--- src/hw/rtl/tcld_pkg.sv ---
package tcld_pkg;

    // One input beat: a received character or a poll request.
    typedef struct packed {
        logic       action;
        logic [7:0] rx_byte;
    } in_item_t;

    // One result beat, returned for every poll.
    typedef struct packed {
        logic [5:0]  command_mask;
        logic [15:0] period_ms;
        logic        connected;
    } out_item_t;

    localparam logic ACTION_BYTE = 1'b0;
    localparam logic ACTION_POLL = 1'b1;

    localparam logic [7:0] CHAR_LF = 8'h0A;
    localparam logic [7:0] CHAR_CR = 8'h0D;
    localparam logic [7:0] CHAR_0  = 8'h30;
    localparam logic [7:0] CHAR_9  = 8'h39;

    localparam int NUM_WORDS   = 8;
    localparam int WORD_SLOTS  = 16;
    localparam int DIGIT_START = 7;

    localparam int             VALUE_W   = 17;
    localparam logic [16:0]    VALUE_CAP = 17'd65536;
    localparam logic [16:0]    VALUE_MAX = 17'd65535;

    // Command words in priority order.
    typedef enum logic [2:0] {
        W_CONNECT,
        W_DISCONNECT,
        W_START,
        W_STOP,
        W_PUMP_ON,
        W_PUMP_OFF,
        W_CAL,
        W_PERIOD
    } word_t;

    localparam logic [7:0] WORD_TEXT [NUM_WORDS][WORD_SLOTS] = '{
        '{"C", "O", "N", "N", "E", "C", "T", 8'h00,
          8'h00, 8'h00, 8'h00, 8'h00, 8'h00, 8'h00, 8'h00, 8'h00},
        '{"D", "I", "S", "C", "O", "N", "N", "E",
          "C", "T", 8'h00, 8'h00, 8'h00, 8'h00, 8'h00, 8'h00},
        '{"S", "T", "A", "R", "T", 8'h00, 8'h00, 8'h00,
          8'h00, 8'h00, 8'h00, 8'h00, 8'h00, 8'h00, 8'h00, 8'h00},
        '{"S", "T", "O", "P", 8'h00, 8'h00, 8'h00, 8'h00,
          8'h00, 8'h00, 8'h00, 8'h00, 8'h00, 8'h00, 8'h00, 8'h00},
        '{"P", "U", "M", "P", " ", "O", "N", 8'h00,
          8'h00, 8'h00, 8'h00, 8'h00, 8'h00, 8'h00, 8'h00, 8'h00},
        '{"P", "U", "M", "P", " ", "O", "F", "F",
          8'h00, 8'h00, 8'h00, 8'h00, 8'h00, 8'h00, 8'h00, 8'h00},
        '{"C", "A", "L", 8'h00, 8'h00, 8'h00, 8'h00, 8'h00,
          8'h00, 8'h00, 8'h00, 8'h00, 8'h00, 8'h00, 8'h00, 8'h00},
        '{"P", "E", "R", "I", "O", "D", 8'h00, 8'h00,
          8'h00, 8'h00, 8'h00, 8'h00, 8'h00, 8'h00, 8'h00, 8'h00}
    };

    localparam logic [3:0] WORD_LEN [NUM_WORDS] = '{
        4'd7, 4'd10, 4'd5, 4'd4, 4'd7, 4'd8, 4'd3, 4'd6
    };

    // Pending-mask bit of each word; the link words set none.
    localparam logic [5:0] WORD_BIT [NUM_WORDS] = '{
        6'h00, 6'h00, 6'h01, 6'h02, 6'h04, 6'h08, 6'h10, 6'h20
    };

    localparam int         CFG_INDEX_W    = 8;
    localparam logic [7:0] CFG_PERIOD_MIN = 8'd0;
    localparam logic [7:0] CFG_PERIOD_MAX = 8'd1;

    localparam logic [15:0] PERIOD_MIN_RESET = 16'd100;
    localparam logic [15:0] PERIOD_MAX_RESET = 16'd60000;

    // Line end event from the line tracker to the command status block.
    typedef struct packed {
        logic        fire;
        logic        hit;
        word_t       word;
        logic [16:0] value;
    } line_event_t;

endpackage

--- src/hw/rtl/tcld_line.sv ---
module tcld_line #(
    parameter int LINE_CAPACITY = 64
) (
    input  logic                  clk,
    input  logic                  rst_n,
    input  logic                  byte_valid,
    input  logic [7:0]            rx_byte,
    output tcld_pkg::line_event_t line_event
);
    import tcld_pkg::*;

    localparam int POS_W = $clog2(LINE_CAPACITY);
    localparam logic [POS_W-1:0] POS_FULL = POS_W'(LINE_CAPACITY - 1);

    logic [POS_W-1:0]     pos_reg, pos_next;
    logic [NUM_WORDS-1:0] flags_reg, flags_next;
    logic [VALUE_W-1:0]   digit_reg, digit_next;
    logic                 running_reg, running_next;

    logic               is_eol;
    logic               is_digit;
    logic [20:0]        digit_sum;

    assign is_eol   = (rx_byte == CHAR_LF) || (rx_byte == CHAR_CR);
    assign is_digit = (rx_byte >= CHAR_0) && (rx_byte <= CHAR_9);
    // value * 10 + digit, as two shifts and adds
    assign digit_sum = ({4'b0, digit_reg} << 3) + ({4'b0, digit_reg} << 1)
                     + {17'b0, rx_byte[3:0]};

    // Decode of the finished line: the lowest word still matching and fully seen.
    always_comb
    begin
        line_event       = '0;
        line_event.word  = W_CONNECT;
        line_event.fire  = byte_valid && is_eol && (pos_reg != '0);
        line_event.value = digit_reg;
        for (int i = NUM_WORDS - 1; i >= 0; i--)
        begin
            if (flags_reg[i] && ({{(8 - POS_W){1'b0}}, pos_reg} >= 8'(WORD_LEN[i])))
            begin
                line_event.hit  = 1'b1;
                line_event.word = word_t'(3'(i));
            end
        end
    end

    always_comb
    begin
        pos_next     = pos_reg;
        flags_next   = flags_reg;
        digit_next   = digit_reg;
        running_next = running_reg;
        if (byte_valid)
        begin
            if (is_eol)
            begin
                if (pos_reg != '0)
                begin
                    pos_next     = '0;
                    flags_next   = '1;
                    digit_next   = '0;
                    running_next = 1'b1;
                end
            end
            else if (pos_reg != POS_FULL)
            begin
                for (int i = 0; i < NUM_WORDS; i++)
                begin
                    if (({{(8 - POS_W){1'b0}}, pos_reg} < 8'(WORD_LEN[i]))
                        && (WORD_TEXT[i][pos_reg[3:0]] != rx_byte))
                    begin
                        flags_next[i] = 1'b0;
                    end
                end
                if (({{(8 - POS_W){1'b0}}, pos_reg} >= 8'(DIGIT_START)) && running_reg)
                begin
                    if (is_digit)
                    begin
                        if (digit_sum > {4'b0, VALUE_MAX})
                        begin
                            digit_next = VALUE_CAP;
                        end
                        else
                        begin
                            digit_next = digit_sum[VALUE_W-1:0];
                        end
                    end
                    else
                    begin
                        running_next = 1'b0;
                    end
                end
                pos_next = pos_reg + 1'b1;
            end
        end
    end

    always_ff @(posedge clk or negedge rst_n)
    begin
        if (!rst_n)
        begin
            pos_reg     <= '0;
            flags_reg   <= '1;
            digit_reg   <= '0;
            running_reg <= 1'b1;
        end
        else
        begin
            pos_reg     <= pos_next;
            flags_reg   <= flags_next;
            digit_reg   <= digit_next;
            running_reg <= running_next;
        end
    end

endmodule

--- src/hw/rtl/tcld_status.sv ---
module tcld_status (
    input  logic                                 clk,
    input  logic                                 rst_n,
    input  logic                                 cfg_write,
    input  logic [tcld_pkg::CFG_INDEX_W-1:0]     cfg_index,
    input  logic [15:0]                          cfg_data,
    input  tcld_pkg::line_event_t                line_event,
    input  logic                                 poll,
    output tcld_pkg::out_item_t                  status
);
    import tcld_pkg::*;

    logic [15:0] period_min_reg, period_min_next;
    logic [15:0] period_max_reg, period_max_next;
    logic [5:0]  pending_reg, pending_next;
    logic [15:0] period_reg, period_next;
    logic        link_reg, link_next;

    logic        in_limits;

    assign in_limits = (line_event.value >= {1'b0, period_min_reg})
                    && (line_event.value <= {1'b0, period_max_reg});

    always_comb
    begin
        period_min_next = period_min_reg;
        period_max_next = period_max_reg;
        if (cfg_write)
        begin
            if (cfg_index == CFG_PERIOD_MIN)
            begin
                period_min_next = cfg_data;
            end
            else if (cfg_index == CFG_PERIOD_MAX)
            begin
                period_max_next = cfg_data;
            end
        end
    end

    always_comb
    begin
        pending_next = pending_reg;
        period_next  = period_reg;
        link_next    = link_reg;
        if (poll)
        begin
            pending_next = '0;
        end
        else if (line_event.fire && line_event.hit)
        begin
            unique case (line_event.word)
                W_CONNECT:    link_next = 1'b1;
                W_DISCONNECT: link_next = 1'b0;
                W_PERIOD:
                begin
                    if (in_limits)
                    begin
                        period_next  = line_event.value[15:0];
                        pending_next = pending_reg | WORD_BIT[W_PERIOD];
                    end
                end
                default:      pending_next = pending_reg | WORD_BIT[line_event.word];
            endcase
        end
    end

    always_ff @(posedge clk or negedge rst_n)
    begin
        if (!rst_n)
        begin
            period_min_reg <= PERIOD_MIN_RESET;
            period_max_reg <= PERIOD_MAX_RESET;
            pending_reg    <= '0;
            period_reg     <= '0;
            link_reg       <= 1'b0;
        end
        else
        begin
            period_min_reg <= period_min_next;
            period_max_reg <= period_max_next;
            pending_reg    <= pending_next;
            period_reg     <= period_next;
            link_reg       <= link_next;
        end
    end

    assign status.command_mask = pending_reg;
    assign status.period_ms    = period_reg;
    assign status.connected    = link_reg;

endmodule

--- src/hw/rtl/text_command_line_decoder.sv ---
// Text command line decoder. Each input beat is either one received character or a poll.
// Characters are gathered into lines ending at CR or LF and matched, one character per
// cycle, against CONNECT, DISCONNECT, START, STOP, PUMP ON, PUMP OFF, CAL and PERIOD
// (first match in that order wins); empty lines are ignored and characters past
// LINE_CAPACITY-1 are dropped. A PERIOD value is kept only if it lies within
// period_min_ms..period_max_ms. Each poll returns one beat with the pending command mask,
// the last accepted period and the link flag, and clears the mask; characters return
// nothing. The block takes one beat per cycle while not stalled: a beat is held in the input
// register and decoded there, and a poll result is written to the output register when
// the beat leaves the input register. Input stalls only when a poll waits behind an
// output beat that has not been taken.
module text_command_line_decoder #(
    parameter int LINE_CAPACITY = 64
) (
    input  logic                              clk,
    input  logic                              rst_n,
    input  logic                              in_valid,
    output logic                              in_ready,
    input  tcld_pkg::in_item_t                in_data,
    output logic                              out_valid,
    input  logic                              out_ready,
    output tcld_pkg::out_item_t               out_data,
    input  logic                              cfg_valid,
    output logic                              cfg_ready,
    input  logic [tcld_pkg::CFG_INDEX_W-1:0]  cfg_index,
    input  logic [15:0]                       cfg_data
);
    import tcld_pkg::*;

    logic       in_valid_reg, in_valid_next;
    in_item_t   in_item_reg;
    logic       out_valid_reg, out_valid_next;
    out_item_t  out_item_reg;

    logic        advance;
    logic        poll;
    logic        byte_valid;
    line_event_t line_event;
    out_item_t   status;

    // A character never waits; a poll waits only for room in the output register.
    assign advance = in_valid_reg
                  && ((in_item_reg.action == ACTION_BYTE) || !out_valid_reg || out_ready);
    assign in_ready   = !in_valid_reg || advance;
    assign poll       = advance && (in_item_reg.action == ACTION_POLL);
    assign byte_valid = advance && (in_item_reg.action == ACTION_BYTE);
    assign cfg_ready  = 1'b1;

    tcld_line #(
        .LINE_CAPACITY(LINE_CAPACITY)
    ) u_line (
        .clk        (clk),
        .rst_n      (rst_n),
        .byte_valid (byte_valid),
        .rx_byte    (in_item_reg.rx_byte),
        .line_event (line_event)
    );

    tcld_status u_status (
        .clk        (clk),
        .rst_n      (rst_n),
        .cfg_write  (cfg_valid && cfg_ready),
        .cfg_index  (cfg_index),
        .cfg_data   (cfg_data),
        .line_event (line_event),
        .poll       (poll),
        .status     (status)
    );

    always_comb
    begin
        in_valid_next = in_valid_reg;
        if (in_valid && in_ready)
        begin
            in_valid_next = 1'b1;
        end
        else if (advance)
        begin
            in_valid_next = 1'b0;
        end
    end

    always_comb
    begin
        out_valid_next = out_valid_reg;
        if (poll)
        begin
            out_valid_next = 1'b1;
        end
        else if (out_ready)
        begin
            out_valid_next = 1'b0;
        end
    end

    always_ff @(posedge clk or negedge rst_n)
    begin
        if (!rst_n)
        begin
            in_valid_reg  <= 1'b0;
            out_valid_reg <= 1'b0;
        end
        else
        begin
            in_valid_reg  <= in_valid_next;
            out_valid_reg <= out_valid_next;
        end
    end

    always_ff @(posedge clk)
    begin
        if (in_valid && in_ready)
        begin
            in_item_reg <= in_data;
        end
        if (poll)
        begin
            out_item_reg <= status;
        end
    end

    assign out_valid = out_valid_reg;
    assign out_data  = out_item_reg;

endmodule
--- config.mk ---
export PLATFORM = sky130hd
export DESIGN_NAME = text_command_line_decoder
export DESIGN_NICKNAME = d
export VERILOG_FILES = /design/src/hw/rtl/tcld_pkg.sv /design/src/hw/rtl/tcld_line.sv /design/src/hw/rtl/tcld_status.sv /design/src/hw/rtl/text_command_line_decoder.sv
export SDC_FILE = /design/constraint.sdc
export NUM_CORES = 1
export LEC_CHECK = 0
export ABC_AREA = 1
export BUFFER_PORTS_ARGS = -buffer_cell sky130_fd_sc_hd__clkbuf_2
export CAP_MARGIN = 20
export CORE_ASPECT_RATIO = 1.25
export CORE_UTILIZATION = 61
export CTS_CLUSTER_DIAMETER = 60
export DETAILED_ROUTE_END_ITERATION = 8
export PLACE_DENSITY = 0.83
export SYNTH_ARGS = -nofsm -noshare
export SYNTH_HDL_FRONTEND = slang
export SYNTH_SLANG_ARGS = --single-unit
--- constraint.sdc ---
create_clock -name clk -period 4.1 [get_ports clk]
set_clock_uncertainty 0.2 [all_clocks]
set_input_delay 0.205 -clock clk [delete_from_list [all_inputs] [get_ports clk]]
set_output_delay 0.205 -clock clk [all_outputs]
set_load 0.05 [all_outputs]
==> flow_summary_export.csv, run 1 <==
group,metric,value,unit
clocking,htree_levels,4,
finish,final_util,73.4,%
critical_path,critPathArrivalTime,3.81,ns
finish,final_common_cell,"nand2_1",
logic_synthesis,yosys_warnings,0,
floorplan,die_w,105,µm
critical_path,endpoint_kind,"flop",
placement,pre_cts_slack,0.486,ns
timing,fmax,274,MHz
critical_path,cp_cell_sequence,"inv_2 > fa_1 > fa_1 > o21ai_0 > nand2_1 > o21bai_1 > nand2_1 > nand2_1 > xnor2_1 > buf_4 > nand4_1 > nand2_1",
logic_synthesis,ys_ff_latch,121,
placement,place_congestion,0.948,
critical_path,crit_required,4.26,ns
critical_path,critPathLaunchType,"flop",
logic_synthesis,synthArstFlopShare,73.6,%
critical_path,cp-startpoint,"in_item_reg[3]",
timing,setup_viol_count_final,0,
floorplan,io_pins,64,
clocking,cts_max_path_buffers,2,
critical_path,critPathCapture,"u_line.digit_reg[2]",
clocking,ctsResizeCount,0,
timing,rsz0062_at_grt,"false",
critical_path,ff2ff_setup_slack,0.45,ns
global_route,antenna_found_initial,0,
timing,period_needed,3.65,ns
placement,port-buffer-count,62,
timing,slew_headroom,47.2,%
logic_synthesis,synth_fa_ha_area_share,11.8,%
logic_synthesis,synthMuxAreaShare,0,%
logic_synthesis,ys_types,47,
logic_synthesis,ys_seq_area_share,39.9,%
global_route,grt_pass1_vias,7074,
drt,dr.pass1.iters,6,
critical_path,crit_buf_inv,2,
placement,dp_hpwl,14.6,mm
timing,hold_viol_final,0,
outcome,outcome,"completed",
critical_path,cp.depth,12,
min_path,hp-class,"in2reg",
finish,most-common-layout-cells,"nand2_1, inv_1, nor2_1, ha_1, dfrtp_1",
power_and_ir_drop,p_leak,4.77,nW
critical_path,r2r_start,"in_item_reg[3]",
finish,multi_input_comb_area,4220,µm²
finish,largest_reg_flops,23,
clocking,numCtsBuffers,17,
clocking,clk_pin_slew,0.06,ns
finish,fin_nets,1220,
critical_path,rr_worst_depth,12,
logic_synthesis,synth_xor_area_share,4.03,%
finish,ff_latch_area,3210,µm²
drt,routedWlPerCell,16.0,µm
critical_path,critPathKind,"reg2reg",
power_and_ir_drop,cellPowerDensity,438,nW/µm²
drt,routed_wl,20.6,mm
logic_synthesis,syn-cell-area,8050,µm²
job,maxCapViolCount,0,
clocking,postCtsSetupRepairBufs,0,
drt,drt.antenna.violating_nets,0,
finish,syn_to_final_growth,16.5,%
critical_path,crit_path_top_delay_cell,"edfxtp_1",
global_route,grt-ovfl-total,0,
floorplan,initial_core_util,63.0,%
floorplan,chipHeight,130,µm
timing,fin_crit_sh,89.1,%
logic_synthesis,synthCells,1015,
critical_path,cpPeakStageDelay,0.54,ns
floorplan,coreArea,12800,µm²
logic_synthesis,synth-edff-count,32,
logic_synthesis,avgSynthCellArea,7.93,µm²
floorplan,die_area,13700,µm²
global_route,grt_use_total,31.6,%
finish,antenna_cells,0,
critical_path,cpLargestDelayFamily,"adder cells",
timing,setup_slack,0.447,ns
finish,drive_above_1_share,14.0,%
logic_synthesis,synth_top_family_by_area,"simple AND/OR/NAND/NOR gates",
clocking,cts_sinks,121,
global_route,grt_start_max_net_pins,63,
clocking,cts_tree,"built",
clocking,worstSkewPairLatency,0.42,ns
critical_path,cp_common_cell,"nand2_1",
floorplan,rows,46,
logic_synthesis,syn_nets,1128,
drt,drt-initial-drc-count,487,
logic_synthesis,yosys.area_share.simple,27.2,%
logic_synthesis,ys.flop_type,"dfrtp_1",
drt,vias,7353,
drt,drc,0,
drt,via_per_inst,5.71,
power_and_ir_drop,vdd_drop_max,0.307,mV
critical_path,timing.rr.end,"u_line.digit_reg[2]",
finish,fillers,949,
timing,maxSlewViolCount,0,
global_route,grt_pass1_wl,33.3,mm
logic_synthesis,synth-compound-area-share,9.27,%
critical_path,cp_max_fo,9,
timing,tns,0,ns
timing,tightestPinTransition,0.792,ns
clocking,cts_root_buffer,"clkbuf_16",
[metrics by stage]
stage / instances / hold WS (ns) / power, W / area, µm²
detailed placement: 1225 / 0.134 / 0.00266 / 8470
global placement: 1225 / 0.128 / 0.00264 / 8470
floorplan: 1015 / -0.291 / 0.00238 / 8050
global route: 1288 / 0.0611 / 0.00432 / 9370
CTS: 1285 / 0.234 / 0.00408 / 9320
finish: 1288 / 0.0189 / 0.00411 / 9370
[worst reg2reg max path, stage by stage, from the launching register on]
cell and delay [ns]:
edfxtp_1 0.54, inv_2 0.14, fa_1 0.54, fa_1 0.46, o21ai_0 0.36, nand2_1 0.09, o21bai_1 0.25, nand2_1 0.08
nand2_1 0.10, xnor2_1 0.33, buf_4 0.29, nand4_1 0.12, nand2_1 0.10
[final cells by class]
cell class | count | share of cell area (%)
clock inverter | 9 | 0.667
timing repair buffer | 98 | 7.34
tap | 168 | 2.24
sequential | 121 | 34.3
multi-input combinational | 740 | 45.0
clock buffer | 23 | 5.33
inverter | 129 | 5.17
[cells in the mapped netlist (all sizes together) (7+ instances only)]
cell | number | share of area (%)
a21oi | 36 | 2.2
buf | 13 | 1.1
clkbuf | 12 | 0.56
dfrtp | 70 | 22
dfstp | 19 | 6.2
edfxtp | 32 | 12
ha | 73 | 11
inv | 126 | 5.9
nand2 | 272 | 13
nand3 | 60 | 4.0
nand4 | 42 | 3.3
nor2 | 95 | 4.9
nor3 | 16 | 1.1
o211ai | 7 | 0.65
o21ai | 72 | 4.6
xnor2 | 9 | 0.98
xor2 | 28 | 3.0
[what timing repair did]
| item | in CTS | in global routing |
|---|---|---|
| hold buffers | 28 | 0 |
| hold endpoints to repair | 93 | 0 |
| endpoints found under the setup margin | 0 | 0 |
[per-layer routing]
layer	wire, µm	vias to the layer above	global-route usage [%]
li1	-	3552	-
met1	8000	3423	36.0
met2	10400	281	55.4
met3	1030	97	5.75
met4	1210	0	20.0
met5	0	-	0
[how the worst min path moves through the flow]
stage	to	start	cells after the start	slack [ns]
final	u_status.period_min_reg[10]	cfg_index[5]	4	0.02
after global routing	u_status.period_min_reg[10]	cfg_index[3]	4	0.06
after CTS	out_valid	rst_n	2	0.23
after detailed placement	out_valid	rst_n	1	0.13
after global placement	out_valid	rst_n	1	0.13
after floorplan	in_valid_reg	rst_n	0	-0.29
[logic make-up (layout without fill, tap and decap cells)]
| family | count (synthesis) | in the layout |
|---|---|---|
| xor gates and xnor gates | 37 | 37 |
| adders and majority gates | 75 | 75 |
| and+or+nand+nor | 493 | 493 |
| other | 1 | 1 |
| DFF | 121 | 121 |
| buffers and inverters | 154 | 259 |
| AOI/OAI and AO/OA | 134 | 134 |
[report_power, final]
group	switching (W)	total [W]	leakage [nW]	internal, W
Clock	0.000546	0.00140	0.275	0.000857
Combinational	0.000868	0.00127	3.03	0.000407
Sequential	0.0000891	0.00143	1.47	0.00134
Power figures use the tool's default switching activity.
==> run 2, diff against run 1 <==
Settings changed: MAX_ROUTING_LAYER from default to met4.
==> flow_summary_export.csv, run 2 (synthesis gave the netlist of run 1 again) <==
group,metric,value,unit
outcome,outcome,"completed",
power_and_ir_drop,power_switching,0.00148,W
critical_path,crit_required,4.25,ns
timing,maxSlewViolCount,0,
timing,setup_slack,0.352,ns
timing,tightestPinTransition,0.744,ns
global_route,grt_pass1_wl,33.3,mm
global_route,antenna_found_initial,0,
finish,fin_nets,1221,
timing,period_needed,3.75,ns
critical_path,critPathLaunchType,"flop",
global_route,grt-ovfl-total,0,
clocking,clk_pin_slew,0.06,ns
placement,dpl.cell_count,1226,
timing,fin_crit_sh,91.4,%
clocking,cts_max_path_buffers,2,
clocking,htree_levels,4,
critical_path,crit_buf_inv,2,
critical_path,timing.rr.end,"u_line.digit_reg[8]",
critical_path,cp_common_cell,"nand2_1",
finish,fin_cells,1289,
floorplan,coreArea,12800,µm²
floorplan,io_pins,64,
global_route,grt_pass1_vias,7009,
clocking,worstSkewPairLatency,0.42,ns
finish,most-common-layout-cells,"nand2_1, inv_1, nor2_1, ha_1, dfrtp_1",
finish,antenna_cells,0,
timing,setup_viol_count_final,0,
placement,place_congestion,0.979,
clocking,cts_tree,"built",
critical_path,r2r_start,"in_item_reg[3]",
drt,dr.pass1.iters,5,
finish,largest_reg_flops,23,
critical_path,cpPeakStageDelay,0.55,ns
floorplan,rows,46,
drt,via_per_inst,5.73,
drt,drc,0,
timing,slew_headroom,50.4,%
floorplan,die_w,105,µm
global_route,grt_use_total,32.6,%
floorplan,chipHeight,130,µm
drt,drt-initial-drc-count,523,
clocking,cts_sinks,121,
power_and_ir_drop,sw_frac_of_total,35.6,%
power_and_ir_drop,p_int,0.00268,W
power_and_ir_drop,vdd_drop_max,0.305,mV
drt,vias,7391,
critical_path,cp_cell_sequence,"inv_2 > fa_1 > fa_1 > o21ai_0 > nand2_1 > o21bai_1 > nand2_1 > nand2_1 > xnor2_1 > buf_4 > nand4_1 > nand2_1",
finish,fillers,981,
clocking,numCtsBuffers,17,
power_and_ir_drop,p_leak,4.77,nW
floorplan,initial_core_util,63.0,%
critical_path,ff2ff_setup_slack,0.35,ns
critical_path,endpoint_kind,"flop",
global_route,grt_start_max_net_pins,57,
finish,final_util,73.5,%
timing,rsz0062_at_grt,"false",
clocking,ctsResizeCount,0,
critical_path,critPathArrivalTime,3.90,ns
finish,syn_to_final_growth,16.6,%
power_and_ir_drop,comb_power_share,30.6,%
critical_path,critPathKind,"reg2reg",
placement,dp_hpwl,14.7,mm
critical_path,crit_path_top_delay_cell,"edfxtp_1",
drt,routed_wl,20.8,mm
placement,port-buffer-count,62,
power_and_ir_drop,cellPowerDensity,444,nW/µm²
drt,drt.antenna.violating_nets,0,
timing,tns,0,ns
timing,hold_viol_final,0,
job,maxCapViolCount,0,
min_path,hp-class,"in2async",
clocking,cts_root_buffer,"clkbuf_16",
critical_path,cpLargestDelayFamily,"adder cells",
placement,pre_cts_slack,0.443,ns
timing,fmax,267,MHz
finish,final_common_cell,"nand2_1",
power_and_ir_drop,seqPwrFrac,34.5,%
power_and_ir_drop,pwr-share-clk,34.9,%
critical_path,cp_max_fo,11,
finish,drive_above_1_share,13.6,%
drt,routedWlPerCell,16.1,µm
critical_path,rr_worst_depth,12,
floorplan,die_area,13700,µm²
run 2: cell count changes in the layout (fill, tap and decap cells not counted), moves of 2 or more:
| cell | change |
|---|---|
| bufinv_16 | +2 |
| clkbuf_1 | +5 |
| clkbuf_8 | -3 |
| clkinvlp_4 | -2 |
| inv_6 | -2 |
run 2: power by group through the flow:
stage / clock network [W] / logic (W) / registers, W
3_5_place_dp: 0 / 0.00120 / 0.00145
2_1_floorplan: 0 / 0.000920 / 0.00146
6_report: 0.00145 / 0.00127 / 0.00144
3_3_place_gp: 0 / 0.00120 / 0.00145
5_1_grt: 0.00151 / 0.00141 / 0.00145
4_1_cts: 0.00146 / 0.00124 / 0.00143
run 2: how the worst max path moves through the flow:
stage,from,to,slack (ns),depth (start not counted)
after global placement,in_item_reg[3],u_line.digit_reg[9],0.58,12
after detailed placement,in_item_reg[3],u_line.digit_reg[9],0.44,12
after global routing,in_item_reg[3],u_line.digit_reg[6],0.08,12
after CTS,in_item_reg[3],u_line.digit_reg[8],0.40,12
final,in_item_reg[3],u_line.digit_reg[8],0.35,12
after floorplan,in_item_reg[3],u_line.digit_reg[5],0.93,13
run 2: repair_timing:
action                    in CTS  in global routing
hold buffers                  28                  0
hold endpoints to repair      84                  0
buffers inserted               0                  0
run 2: per-stage QoR:
step	instance area (µm²)	hold slack (ns)	power, W
6_report	9390	0.190	0.00416
2_1_floorplan	8050	-0.291	0.00238
4_1_cts	9330	0.219	0.00413
3_3_place_gp	8480	0.111	0.00265
5_1_grt	9390	0.253	0.00437
3_5_place_dp	8480	0.113	0.00266
run 2: layout make-up:
| cell class | count | area (µm²) | area share, % |
|---|---|---|---|
| multi-input combinational | 740 | 4220 | 44.9 |
| sequential | 121 | 3210 | 34.2 |
| timing repair buffer | 99 | 692 | 7.37 |
| inverter | 129 | 484 | 5.16 |
| clock buffer | 25 | 477 | 5.08 |
| tap | 168 | 210 | 2.24 |
| clock inverter | 7 | 93.8 | 1.00 |
run 2: per-layer routing:
layer	wire length, µm	global-route usage [%]
met4	1290	21.5
met3	1320	6.30
met2	10300	54.9
met1	7910	35.5
met5	0	-
